[config.mk]
export PLATFORM = sky130hd
export DESIGN_NAME = thread_ready_and_wait_lists_top_flat
export DESIGN_NICKNAME = d
export VERILOG_FILES = /design/src/rtl/trwl_pkg.sv /design/src/rtl/trwl_if.sv /design/src/rtl/trwl_ram.sv /design/src/rtl/trwl_ctrl.sv /design/src/rtl/trwl_dp.sv /design/src/rtl/thread_ready_and_wait_lists_top.sv /design/src/flat_wrapper.sv
export SDC_FILE = /design/constraint.sdc
export NUM_CORES = 2
export LEC_CHECK = 0
export BUFFER_PORTS_ARGS = -buffer_cell sky130_fd_sc_hd__buf_2
export CORE_ASPECT_RATIO = 0.7
export CORE_UTILIZATION = 23
export DETAILED_ROUTE_END_ITERATION = 6
export PLACE_DENSITY_LB_ADDON = 0.15
export SLEW_MARGIN = 20
export SYNTH_ARGS = -nofsm -noshare
export SYNTH_HDL_FRONTEND = slang
export SYNTH_SLANG_ARGS = --single-unit
[constraint.sdc]
create_clock -name clk -period 9.29 [get_ports clk]
set_input_delay 1.3935 -clock clk [delete_from_list [all_inputs] [get_ports clk]]
set_output_delay 1.3935 -clock clk [all_outputs]
set_load 0.005 [all_outputs]
[src/rtl/trwl_pkg.sv]
// shared types and constants for the thread ready and wait lists block
// no dependencies
`default_nettype none
package trwl_pkg;
  // list sizes, fixed by the 6-bit thread and 3-bit priority fields
  localparam int NUM_THREADS    = 64;
  localparam int NUM_PRIORITIES = 8;

  localparam logic [1:0] CMD_PUSH   = 2'd0;
  localparam logic [1:0] CMD_POP    = 2'd1;
  localparam logic [1:0] CMD_APPEND = 2'd2;
  localparam logic [1:0] CMD_REMOVE = 2'd3;

  localparam logic [1:0] ST_OK      = 2'd0;
  localparam logic [1:0] ST_EMPTY   = 2'd1;
  localparam logic [1:0] ST_LISTED  = 2'd2;
  localparam logic [1:0] ST_ABSENT  = 2'd3;

  // controller to datapath
  typedef struct packed {
    logic latch;      // capture the input beat
    logic rd_links;   // read links of the operand threads
    logic apply;      // write the link rams
    logic out_load;   // load the result register and update list state
  } ctl_t;

  // datapath to controller
  typedef struct packed {
    logic out_full;
  } sts_t;
endpackage
`default_nettype wire

[src/rtl/trwl_if.sv]
// valid/ready channel carrying one command beat or one result beat
// depends on nothing
`default_nettype none
interface trwl_cmd_if;
  logic       valid;
  logic       ready;
  logic [1:0] command;
  logic [5:0] thread_id;
  logic [2:0] priority_req;
  modport source (output valid, command, thread_id, priority_req, input ready);
  modport sink (input valid, command, thread_id, priority_req, output ready);
endinterface

interface trwl_res_if;
  logic       valid;
  logic       ready;
  logic [5:0] popped_thread;
  logic [1:0] status;
  logic [6:0] count_after;
  modport source (output valid, popped_thread, status, count_after, input ready);
  modport sink (input valid, popped_thread, status, count_after, output ready);
endinterface
`default_nettype wire

[src/rtl/trwl_ram.sv]
// generic single write port ram with one registered read port
// no dependencies
`default_nettype none
module trwl_ram #(
  parameter int WIDTH = 6,
  parameter int DEPTH = 64
) (
  input  wire logic                     clk,
  input  wire logic                     we,
  input  wire logic [$clog2(DEPTH)-1:0] waddr,
  input  wire logic [WIDTH-1:0]         wdata,
  input  wire logic [$clog2(DEPTH)-1:0] raddr,
  output      logic [WIDTH-1:0]         rdata
);
  logic [WIDTH-1:0] mem [DEPTH];
  always_ff @(posedge clk) begin
    if (we) mem[waddr] <= wdata;
    rdata <= mem[raddr];
  end
endmodule
`default_nettype wire

[src/rtl/trwl_ctrl.sv]
// sequencer: idle, read links, apply, present result
// uses trwl_pkg
`default_nettype none
module trwl_ctrl (
  input  wire logic            clk,
  input  wire logic            rst,
  input  wire logic            in_valid,
  output      logic            in_ready,
  input  wire trwl_pkg::sts_t  sts,
  output      trwl_pkg::ctl_t  ctl
);
  localparam logic [1:0] S_IDLE  = 2'd0;
  localparam logic [1:0] S_READ  = 2'd1;
  localparam logic [1:0] S_APPLY = 2'd2;
  localparam logic [1:0] S_OUT   = 2'd3;

  logic [1:0] state, state_next;

  always_comb begin
    state_next   = state;
    ctl          = '0;
    in_ready     = 1'b0;
    case (state)
      S_IDLE: begin
        in_ready  = 1'b1;
        ctl.latch = in_valid;
        if (in_valid) state_next = S_READ;
      end
      S_READ: begin
        ctl.rd_links = 1'b1;
        state_next   = S_APPLY;
      end
      S_APPLY: state_next = S_OUT;
      S_OUT: begin
        if (!sts.out_full) begin
          ctl.apply    = 1'b1;
          ctl.out_load = 1'b1;
          state_next   = S_IDLE;
        end
      end
      default: state_next = S_IDLE;
    endcase
  end

  always_ff @(posedge clk) begin
    if (rst) state <= S_IDLE;
    else state <= state_next;
  end

`ifndef SYNTHESIS
  a_accept_only_idle: assert property (@(posedge clk) disable iff (rst)
    in_ready |-> state == S_IDLE) else $error("ready outside idle");
  a_read_after_latch: assert property (@(posedge clk) disable iff (rst)
    ctl.latch |=> ctl.rd_links) else $error("no link read after accept");
  a_single_load: assert property (@(posedge clk) disable iff (rst)
    ctl.out_load |=> !ctl.out_load) else $error("double result load");
`endif
endmodule
`default_nettype wire

[src/rtl/trwl_dp.sv]
// list datapath: link rams, head/tail/count registers, membership bits, result register
// uses trwl_pkg and trwl_ram
`default_nettype none
module trwl_dp (
  input  wire logic           clk,
  input  wire logic           rst,
  input  wire trwl_pkg::ctl_t ctl,
  output      trwl_pkg::sts_t sts,
  input  wire logic [1:0]     command,
  input  wire logic [5:0]     thread_id,
  input  wire logic [2:0]     priority_req,
  output      logic           out_valid,
  input  wire logic           out_ready,
  output      logic [5:0]     popped_thread,
  output      logic [1:0]     status,
  output      logic [6:0]     count_after
);
  localparam int NUM_THREADS    = trwl_pkg::NUM_THREADS;
  localparam int NUM_PRIORITIES = trwl_pkg::NUM_PRIORITIES;
  localparam int TW = (NUM_THREADS > 1) ? $clog2(NUM_THREADS) : 1;
  localparam int PW = (NUM_PRIORITIES > 1) ? $clog2(NUM_PRIORITIES) : 1;
  localparam int CW = $clog2(NUM_THREADS + 1);

  logic [1:0]    cmd;
  logic [TW-1:0] t;
  logic [PW-1:0] p;
  logic [TW-1:0] ready_head [NUM_PRIORITIES];
  logic [TW-1:0] ready_tail [NUM_PRIORITIES];
  logic [CW-1:0] ready_count [NUM_PRIORITIES];
  logic [TW-1:0] wait_head, wait_tail;
  logic [CW-1:0] wait_count;
  logic [NUM_THREADS-1:0] is_queued, is_waiting;

  // input capture with modulo wrap of thread and priority
  always_ff @(posedge clk) begin
    if (ctl.latch) begin
      cmd <= command;
      t   <= TW'(32'(thread_id) % NUM_THREADS);
      p   <= PW'(32'(priority_req) % NUM_PRIORITIES);
    end
  end

  // links: next read at head (pop) or target thread, prev read at target
  logic          nx_we, pv_we;
  logic [TW-1:0] nx_wa, pv_wa, nx_wd, pv_wd, nx_ra, nx_rd, pv_rd;

  trwl_ram #(.WIDTH(TW), .DEPTH(NUM_THREADS)) u_next (
    .clk, .we(nx_we), .waddr(nx_wa), .wdata(nx_wd), .raddr(nx_ra), .rdata(nx_rd));
  trwl_ram #(.WIDTH(TW), .DEPTH(NUM_THREADS)) u_prev (
    .clk, .we(pv_we), .waddr(pv_wa), .wdata(pv_wd), .raddr(t), .rdata(pv_rd));

  assign nx_ra = (cmd == trwl_pkg::CMD_POP) ? ready_head[p] : t;

  logic [CW-1:0] rc, wc;
  logic          listed;
  assign rc     = ready_count[p];
  assign wc     = wait_count;
  assign listed = is_queued[t] | is_waiting[t];

  // second link write for middle removal is done as a prev write alongside
  always_comb begin
    nx_we = 1'b0; pv_we = 1'b0;
    nx_wa = t; nx_wd = t; pv_wa = t; pv_wd = t;
    if (ctl.apply) begin
      case (cmd)
        trwl_pkg::CMD_PUSH: if (!listed && rc != '0) begin
          nx_we = 1'b1; nx_wa = ready_tail[p]; nx_wd = t;
          pv_we = 1'b1; pv_wa = t; pv_wd = ready_tail[p];
        end
        trwl_pkg::CMD_APPEND: if (!listed && wc != '0) begin
          nx_we = 1'b1; nx_wa = wait_tail; nx_wd = t;
          pv_we = 1'b1; pv_wa = t; pv_wd = wait_tail;
        end
        trwl_pkg::CMD_REMOVE: if (is_waiting[t] && wc > CW'(1)
                                  && t != wait_head && t != wait_tail) begin
          nx_we = 1'b1; nx_wa = pv_rd; nx_wd = nx_rd;
          pv_we = 1'b1; pv_wa = nx_rd; pv_wd = pv_rd;
        end
        default: ;
      endcase
    end
  end

  assign sts.out_full = out_valid & ~out_ready;

  always_ff @(posedge clk) begin
    if (rst) begin
      for (int i = 0; i < NUM_PRIORITIES; i++) begin
        ready_head[i] <= '0; ready_tail[i] <= '0; ready_count[i] <= '0;
      end
      wait_head <= '0; wait_tail <= '0; wait_count <= '0;
      is_queued <= '0; is_waiting <= '0;
      out_valid <= 1'b0;
    end else begin
      if (out_valid && out_ready) out_valid <= 1'b0;
      if (ctl.out_load) begin
        out_valid     <= 1'b1;
        popped_thread <= '0;
        status        <= trwl_pkg::ST_OK;
        case (cmd)
          trwl_pkg::CMD_PUSH: begin
            if (listed) begin
              status <= trwl_pkg::ST_LISTED; count_after <= 7'(rc);
            end else begin
              if (rc == '0) ready_head[p] <= t;
              ready_tail[p]  <= t;
              ready_count[p] <= rc + 1'b1;
              is_queued[t]   <= 1'b1;
              count_after    <= 7'(rc + 1'b1);
            end
          end
          trwl_pkg::CMD_POP: begin
            if (rc == '0) begin
              status <= trwl_pkg::ST_EMPTY; count_after <= '0;
            end else begin
              if (rc == CW'(1)) begin
                ready_head[p] <= '0; ready_tail[p] <= '0;
              end else ready_head[p] <= nx_rd;
              ready_count[p]           <= rc - 1'b1;
              is_queued[ready_head[p]] <= 1'b0;
              popped_thread            <= 6'(ready_head[p]);
              count_after              <= 7'(rc - 1'b1);
            end
          end
          trwl_pkg::CMD_APPEND: begin
            if (listed) begin
              status <= trwl_pkg::ST_LISTED; count_after <= 7'(wc);
            end else begin
              if (wc == '0) wait_head <= t;
              wait_tail     <= t;
              wait_count    <= wc + 1'b1;
              is_waiting[t] <= 1'b1;
              count_after   <= 7'(wc + 1'b1);
            end
          end
          default: begin
            if (!is_waiting[t]) begin
              status <= trwl_pkg::ST_ABSENT; count_after <= 7'(wc);
            end else begin
              if (wc <= CW'(1)) begin
                wait_head <= '0; wait_tail <= '0;
              end else if (t == wait_head) wait_head <= nx_rd;
              else if (t == wait_tail) wait_tail <= pv_rd;
              wait_count    <= (wc != '0) ? wc - 1'b1 : wc;
              is_waiting[t] <= 1'b0;
              count_after   <= 7'((wc != '0) ? wc - 1'b1 : wc);
            end
          end
        endcase
      end
    end
  end

`ifndef SYNTHESIS
  a_disjoint: assert property (@(posedge clk) disable iff (rst)
    (is_queued & is_waiting) == '0) else $error("thread in two lists");
  a_wait_count: assert property (@(posedge clk) disable iff (rst)
    32'(wait_count) == $countones(is_waiting)) else $error("wait count mismatch");
  a_pop_thread: assert property (@(posedge clk) disable iff (rst)
    ctl.out_load && cmd != trwl_pkg::CMD_POP |=> popped_thread == '0)
    else $error("nonzero popped thread");
`endif
endmodule
`default_nettype wire

[src/rtl/thread_ready_and_wait_lists_top.sv]
// top level of the thread ready and wait lists block
// uses trwl_pkg, trwl_if, trwl_ctrl, trwl_dp, trwl_ram
//
// usage:
// - cmd channel (sink): one beat carries command, thread_id and priority_req
//   commands: ready push, ready pop, waiting append, waiting remove
// - res channel (source): exactly one result beat per command beat,
//   with popped_thread, status and count_after
// - the block works on one command at a time: it takes a beat in idle,
//   reads the link rams of the operand threads (one registered read per
//   ram), then applies the update and loads the result register
// - after the command beat is taken, the block passes the read, apply and
//   output steps; the result beat goes valid once the result register loads
// - a new command beat is taken only after the last result is loaded; this
//   is set by the registered link ram read and the single shared update step
// - receiver stall: the result register holds its beat; a pending command
//   waits in its last step until the register frees, cmd ready stays low
// - reset (synchronous, active high): all lists empty, membership bits
//   clear; the link rams need no clearing since only listed threads are read
`default_nettype none
module thread_ready_and_wait_lists_top (
  input wire logic clk,
  input wire logic rst,
  trwl_cmd_if.sink   cmd,
  trwl_res_if.source res
);
  trwl_pkg::ctl_t ctl;
  trwl_pkg::sts_t sts;

  // sequencer
  trwl_ctrl u_ctrl (
    .clk, .rst, .in_valid(cmd.valid), .in_ready(cmd.ready), .sts, .ctl);

  // list storage and result register
  trwl_dp u_dp (
    .clk, .rst, .ctl, .sts,
    .command(cmd.command), .thread_id(cmd.thread_id),
    .priority_req(cmd.priority_req),
    .out_valid(res.valid), .out_ready(res.ready),
    .popped_thread(res.popped_thread), .status(res.status),
    .count_after(res.count_after));

`ifndef SYNTHESIS
  a_res_after_cmd: assert property (@(posedge clk) disable iff (rst)
    cmd.valid && cmd.ready |-> ##4 res.valid) else $error("missing result");
  a_no_overlap: assert property (@(posedge clk) disable iff (rst)
    cmd.valid && cmd.ready |=> !cmd.ready) else $error("overlapping commands");
  a_hold: assert property (@(posedge clk) disable iff (rst)
    res.valid && !res.ready |=> res.valid && $stable(res.status))
    else $error("result dropped under stall");
`endif
endmodule
`default_nettype wire
[src/flat_wrapper.sv]
// flat-port wrapper written by rule: the top's interface ports become plain ports
module thread_ready_and_wait_lists_top_flat 
  (clk, rst, cmd_valid, cmd_command, cmd_thread_id, cmd_priority_req, cmd_ready, res_valid, res_popped_thread, res_status, res_count_after, res_ready);
  trwl_cmd_if cmd_i ();
  trwl_res_if res_i ();
  input wire logic clk;
  input wire logic rst;
  input wire logic [$bits(cmd_i.valid)-1:0] cmd_valid;
  input wire logic [$bits(cmd_i.command)-1:0] cmd_command;
  input wire logic [$bits(cmd_i.thread_id)-1:0] cmd_thread_id;
  input wire logic [$bits(cmd_i.priority_req)-1:0] cmd_priority_req;
  output wire logic [$bits(cmd_i.ready)-1:0] cmd_ready;
  output wire logic [$bits(res_i.valid)-1:0] res_valid;
  output wire logic [$bits(res_i.popped_thread)-1:0] res_popped_thread;
  output wire logic [$bits(res_i.status)-1:0] res_status;
  output wire logic [$bits(res_i.count_after)-1:0] res_count_after;
  input wire logic [$bits(res_i.ready)-1:0] res_ready;
  assign cmd_i.valid = cmd_valid;
  assign cmd_i.command = cmd_command;
  assign cmd_i.thread_id = cmd_thread_id;
  assign cmd_i.priority_req = cmd_priority_req;
  assign cmd_ready = cmd_i.ready;
  assign res_valid = res_i.valid;
  assign res_popped_thread = res_i.popped_thread;
  assign res_status = res_i.status;
  assign res_count_after = res_i.count_after;
  assign res_i.ready = res_ready;
  thread_ready_and_wait_lists_top u_core (.clk(clk), .rst(rst), .cmd(cmd_i), .res(res_i));
endmodule
==> results.tsv <==
metric	value	unit
Max Clock Skew	0.0630	ns
layout-stage area growth over the synthesis result	15.7	%
leak pwr	17.2	nW
Core Footprint	202000	um^2
maxcap violations	0	
Initial DRC Count	2797	
Worst setup EP type	flop	
adder and majority cell fraction of the synthesized area	0.267	%
hold crit path type	reg -> reg	
maximum operating frequency	143	MHz
number of setup violations in the final report	0	
CTS resizes	0	
most frequent cells in the layout	sky130_fd_sc_hd__edfxtp_1, sky130_fd_sc_hd__nor2_1, sky130_fd_sc_hd__nand2_1	
Setup Crit Path Kind	reg -> reg	
Worst Setup Slack post-DPL	1.98	ns
combined area of all synthesized cells	46900	um^2
clock root buffer	sky130_fd_sc_hd__clkbuf_16	
Worst EP required	9.64	ns
final worst path period share	75.5	%
Longest Clk Path Bufs	3	
outcome	completed	
EDFF count, synth	946	
crit path max-delay cell type	sky130_fd_sc_hd__nor3_1	
Post-Syn Instances	3385	
max-slew violations	0	
Synth Flop Type	sky130_fd_sc_hd__edfxtp_1	
sequential element share of the synthesized area	67.6	%
largest net degree at the start of global routing	121	
fraction of synthesized area in multiplexers	10.0	%
clock tree from TritonCTS	done	
slowest stage delay, CP	1.13	ns
aggregate global-route resource usage	15.0	%
most used routing layer	met1	
share of cells above drive strength 1	15.4	%
Syn Area/Cell	13.9	um^2
RSZ-0062 raised after global routing	false	
number of remaining DRC errors	0	
met3 track demand over resource in global routing	2.84	%
worst reg2reg endpoint	u_core.u_dp.u_prev.mem[52][5]	
destination of the critical timing path	u_core.u_dp.u_prev.mem[52][5]	
number of placement rows	138	
DP HPWL	98.5	mm
Synthesized Nets	3410	
power per cell area	262	nW/um^2
ANT nets after route	0	
fraction of synthesized cell area in xor and xnor cells	0.598	%
startpoint class of the critical path	flop	
chip height	380	um
Final TNS setup	0	ns
total congestion overflow	0	
tightest slew margin relative to the limit	25.4	%
Post-CTS Setup Inserts	0	
number of buffers added by the clock tree synthesis step	115	
number of cells traversed by the worst register-to-register path	12	
FF-to-FF setup slack	2.27	ns
via density per instance	4.70	
number of synthesis warnings	0	
clock period minus final worst setup slack	7.02	ns
critical path startpoint	u_core.u_dp.t[1]	
Final nets	3422	
clock network latency to the later pin of the worst-skew pair	0.79	ns
simple-gate share of the synthesized area	11.5	%
Top cell by count, worst path	sky130_fd_sc_hd__buf_4	
layout filler cell count	20765	
number of antenna violations at the first check in global routing	7	
length of the first detailed-routing pass in iterations	5	
Final Hold Violating Endpoints	0	
arrival time of the worst setup path	7.37	ns
final instance area	54300	um^2
utilization of the core after routing	26.8	%
width of the die	542	um
clock sink total	1111	
most frequent standard cell in the layout excluding fill and tap cells	sky130_fd_sc_hd__edfxtp_1	
startpoint of the worst-slack reg-to-reg timing path	u_core.u_dp.t[1]	
worst-margin pin slew	1.11	ns
fraction of synthesis flops using an asynchronous set or reset pin	0	%
synthesized-area fraction occupied by ao, oa, aoi and oai cells	7.69	%
number of global-route vias before repair	29340	
area of the die	206000	um^2
slack of the critical path	2.27	ns
list of cells traversed by the critical path	clkinv_1, buf_4, a221oi_1, o22ai_1, a22o_1, nor4_4, buf_4, and2_1, o2111ai_1, a21oi_2, nand3_1, nor3_1	
first-pass GRT wire length	224	mm
CTS H-Tree Depth	3	
Worst VDD drop	0.163	mV
global routing met2 resource utilization	21.1	%
Boundary Pins	32	
initial standard-cell utilization of the core	23.2	%
number of buffers inserted by hold repair at cts	0	
number of distinct standard cells referenced by the synthesized netlist	84	
FF+latch count, synth	1111	
dominant combinational cell family by area after synthesis	simple AND/OR/NAND/NOR gates	
Worst-path clk slew	0.06	ns
total via count in the routed design	29285	
post-detailed-route wirelength per cell	25.1	um
cell area after placement	50400	um^2
met1 track demand over resource	23.3	%
count of input and output buffers	31	
RePlAce Congestion	0.801	
wire length reported by the detailed router	156	mm
critical path peak fanout	23	
flip-flops by register name, summed over array words and instances, names as in the netlist, 7 cells and up, named ones only:
signal                   cells
u_core.u_dp.ready_head      48
u_core.u_dp.ready_tail      48
u_core.u_dp.u_prev.mem     384
u_core.u_dp.is_queued       64
u_core.u_dp.count_after      7
u_core.u_dp.u_next.mem     384
u_core.u_dp.wait_count       7
u_core.u_dp.ready_count     56
final cells by class:
| type | count | area (um^2) | share of cell area, % |
|---|---|---|---|
| clock inverters | 70 | 757 | 1.39 |
| flip-flops and latches | 1111 | 31700 | 58.4 |
| inverters | 18 | 68.8 | 0.127 |
| repair buffers | 132 | 936 | 1.72 |
| multi-input cells | 2019 | 14300 | 26.4 |
| clock buffers | 148 | 3050 | 5.62 |
| well taps | 2730 | 3420 | 6.29 |
| diodes | 1 | 2.50 | 0.00461 |
critical path, delay by kind of cell, from the launching register on:
| family | cells | cell delay (ns) |
|---|---|---|
| AND/OR/NAND/NOR | 4 | 2.84 |
| AO/OA/AOI/OAI | 5 | 1.53 |
| buffers and inverters | 3 | 1.27 |
| flip-flops | 1 | 0.95 |
power breakdown:
| group | switching (mW) | leakage, nW | internal [mW] |
|---|---|---|---|
| clock network | 2.10 | 1.84 | 2.64 |
| logic | 2.52 | 5.28 | 1.04 |
| registers | 0.158 | 10.0 | 5.75 |
| total | 4.78 | 17.2 | 9.43 |
metal layers:
metal	share of wire [%]	vias up
met5	0	-
met4	2.0	0
met3	5.5	181
met2	42	777
met1	51	15224
li1	-	13103
cells by family after synthesis:
| group | count (synthesis) |
|---|---|
| xor gates and xnor gates | 32 |
| muxes | 307 |
| DFF | 1111 |
| AOI/OAI and AO/OA | 517 |
| adders and majority gates | 10 |
| and+or+nand+nor | 1153 |
| buffers and inverters | 255 |
how the worst min path moves through the flow:
stage / start / endpoint / cells past startpoint
2_1_floorplan: flop / flop / 2
3_3_place_gp: flop / flop / 2
3_5_place_dp: flop / flop / 2
4_1_cts: flop / flop / 2
5_1_grt: flop / flop / 2
6_report: flop / flop / 2
per-stage QoR:
step | hold WS, ns | cells | power, mW
global placement | 0.474 | 6009 | 9.67
global route | 0.518 | 6228 | 14.8
floorplan | 0.456 | 3385 | 8.01
CTS | 0.502 | 6227 | 14.4
detailed placement | 0.487 | 6009 | 9.63
finish | 0.501 | 6229 | 14.2
synthesized netlist by cell type, drive strengths merged (5+ instances only):
cell,instances,area [um^2]
o21a,5,37.5
buf,89,442
or3b,10,87.6
a221oi,47,412
nand3b,14,118
a41oi,9,93.8
o21bai,9,67.6
nor2b,17,106
nand3,171,856
a21oi,140,701
mux2,43,484
dfxtp,165,3300
nor3,190,1010
nor3b,16,140
xor2,14,123
o211ai,16,120
a211oi,7,52.6
a2111oi,16,153
xnor2,18,158
and3b,7,61.3
nor4,10,115
o31ai,6,45.0
mux2i,140,1410
inv,16,60.1
edfxtp,946,28400
and2,16,100
nand2,242,908
a311oi,11,96.3
a22o,27,236
a22oi,119,893
o21ai,39,195
and3,14,87.6
ha,10,125
nand2b,28,175
o22ai,14,87.6
mux4,124,2790
nand4,18,113
nor2,391,1480
a31oi,20,125
clkbuf,148,557
Power figures use the tool's default switching activity.
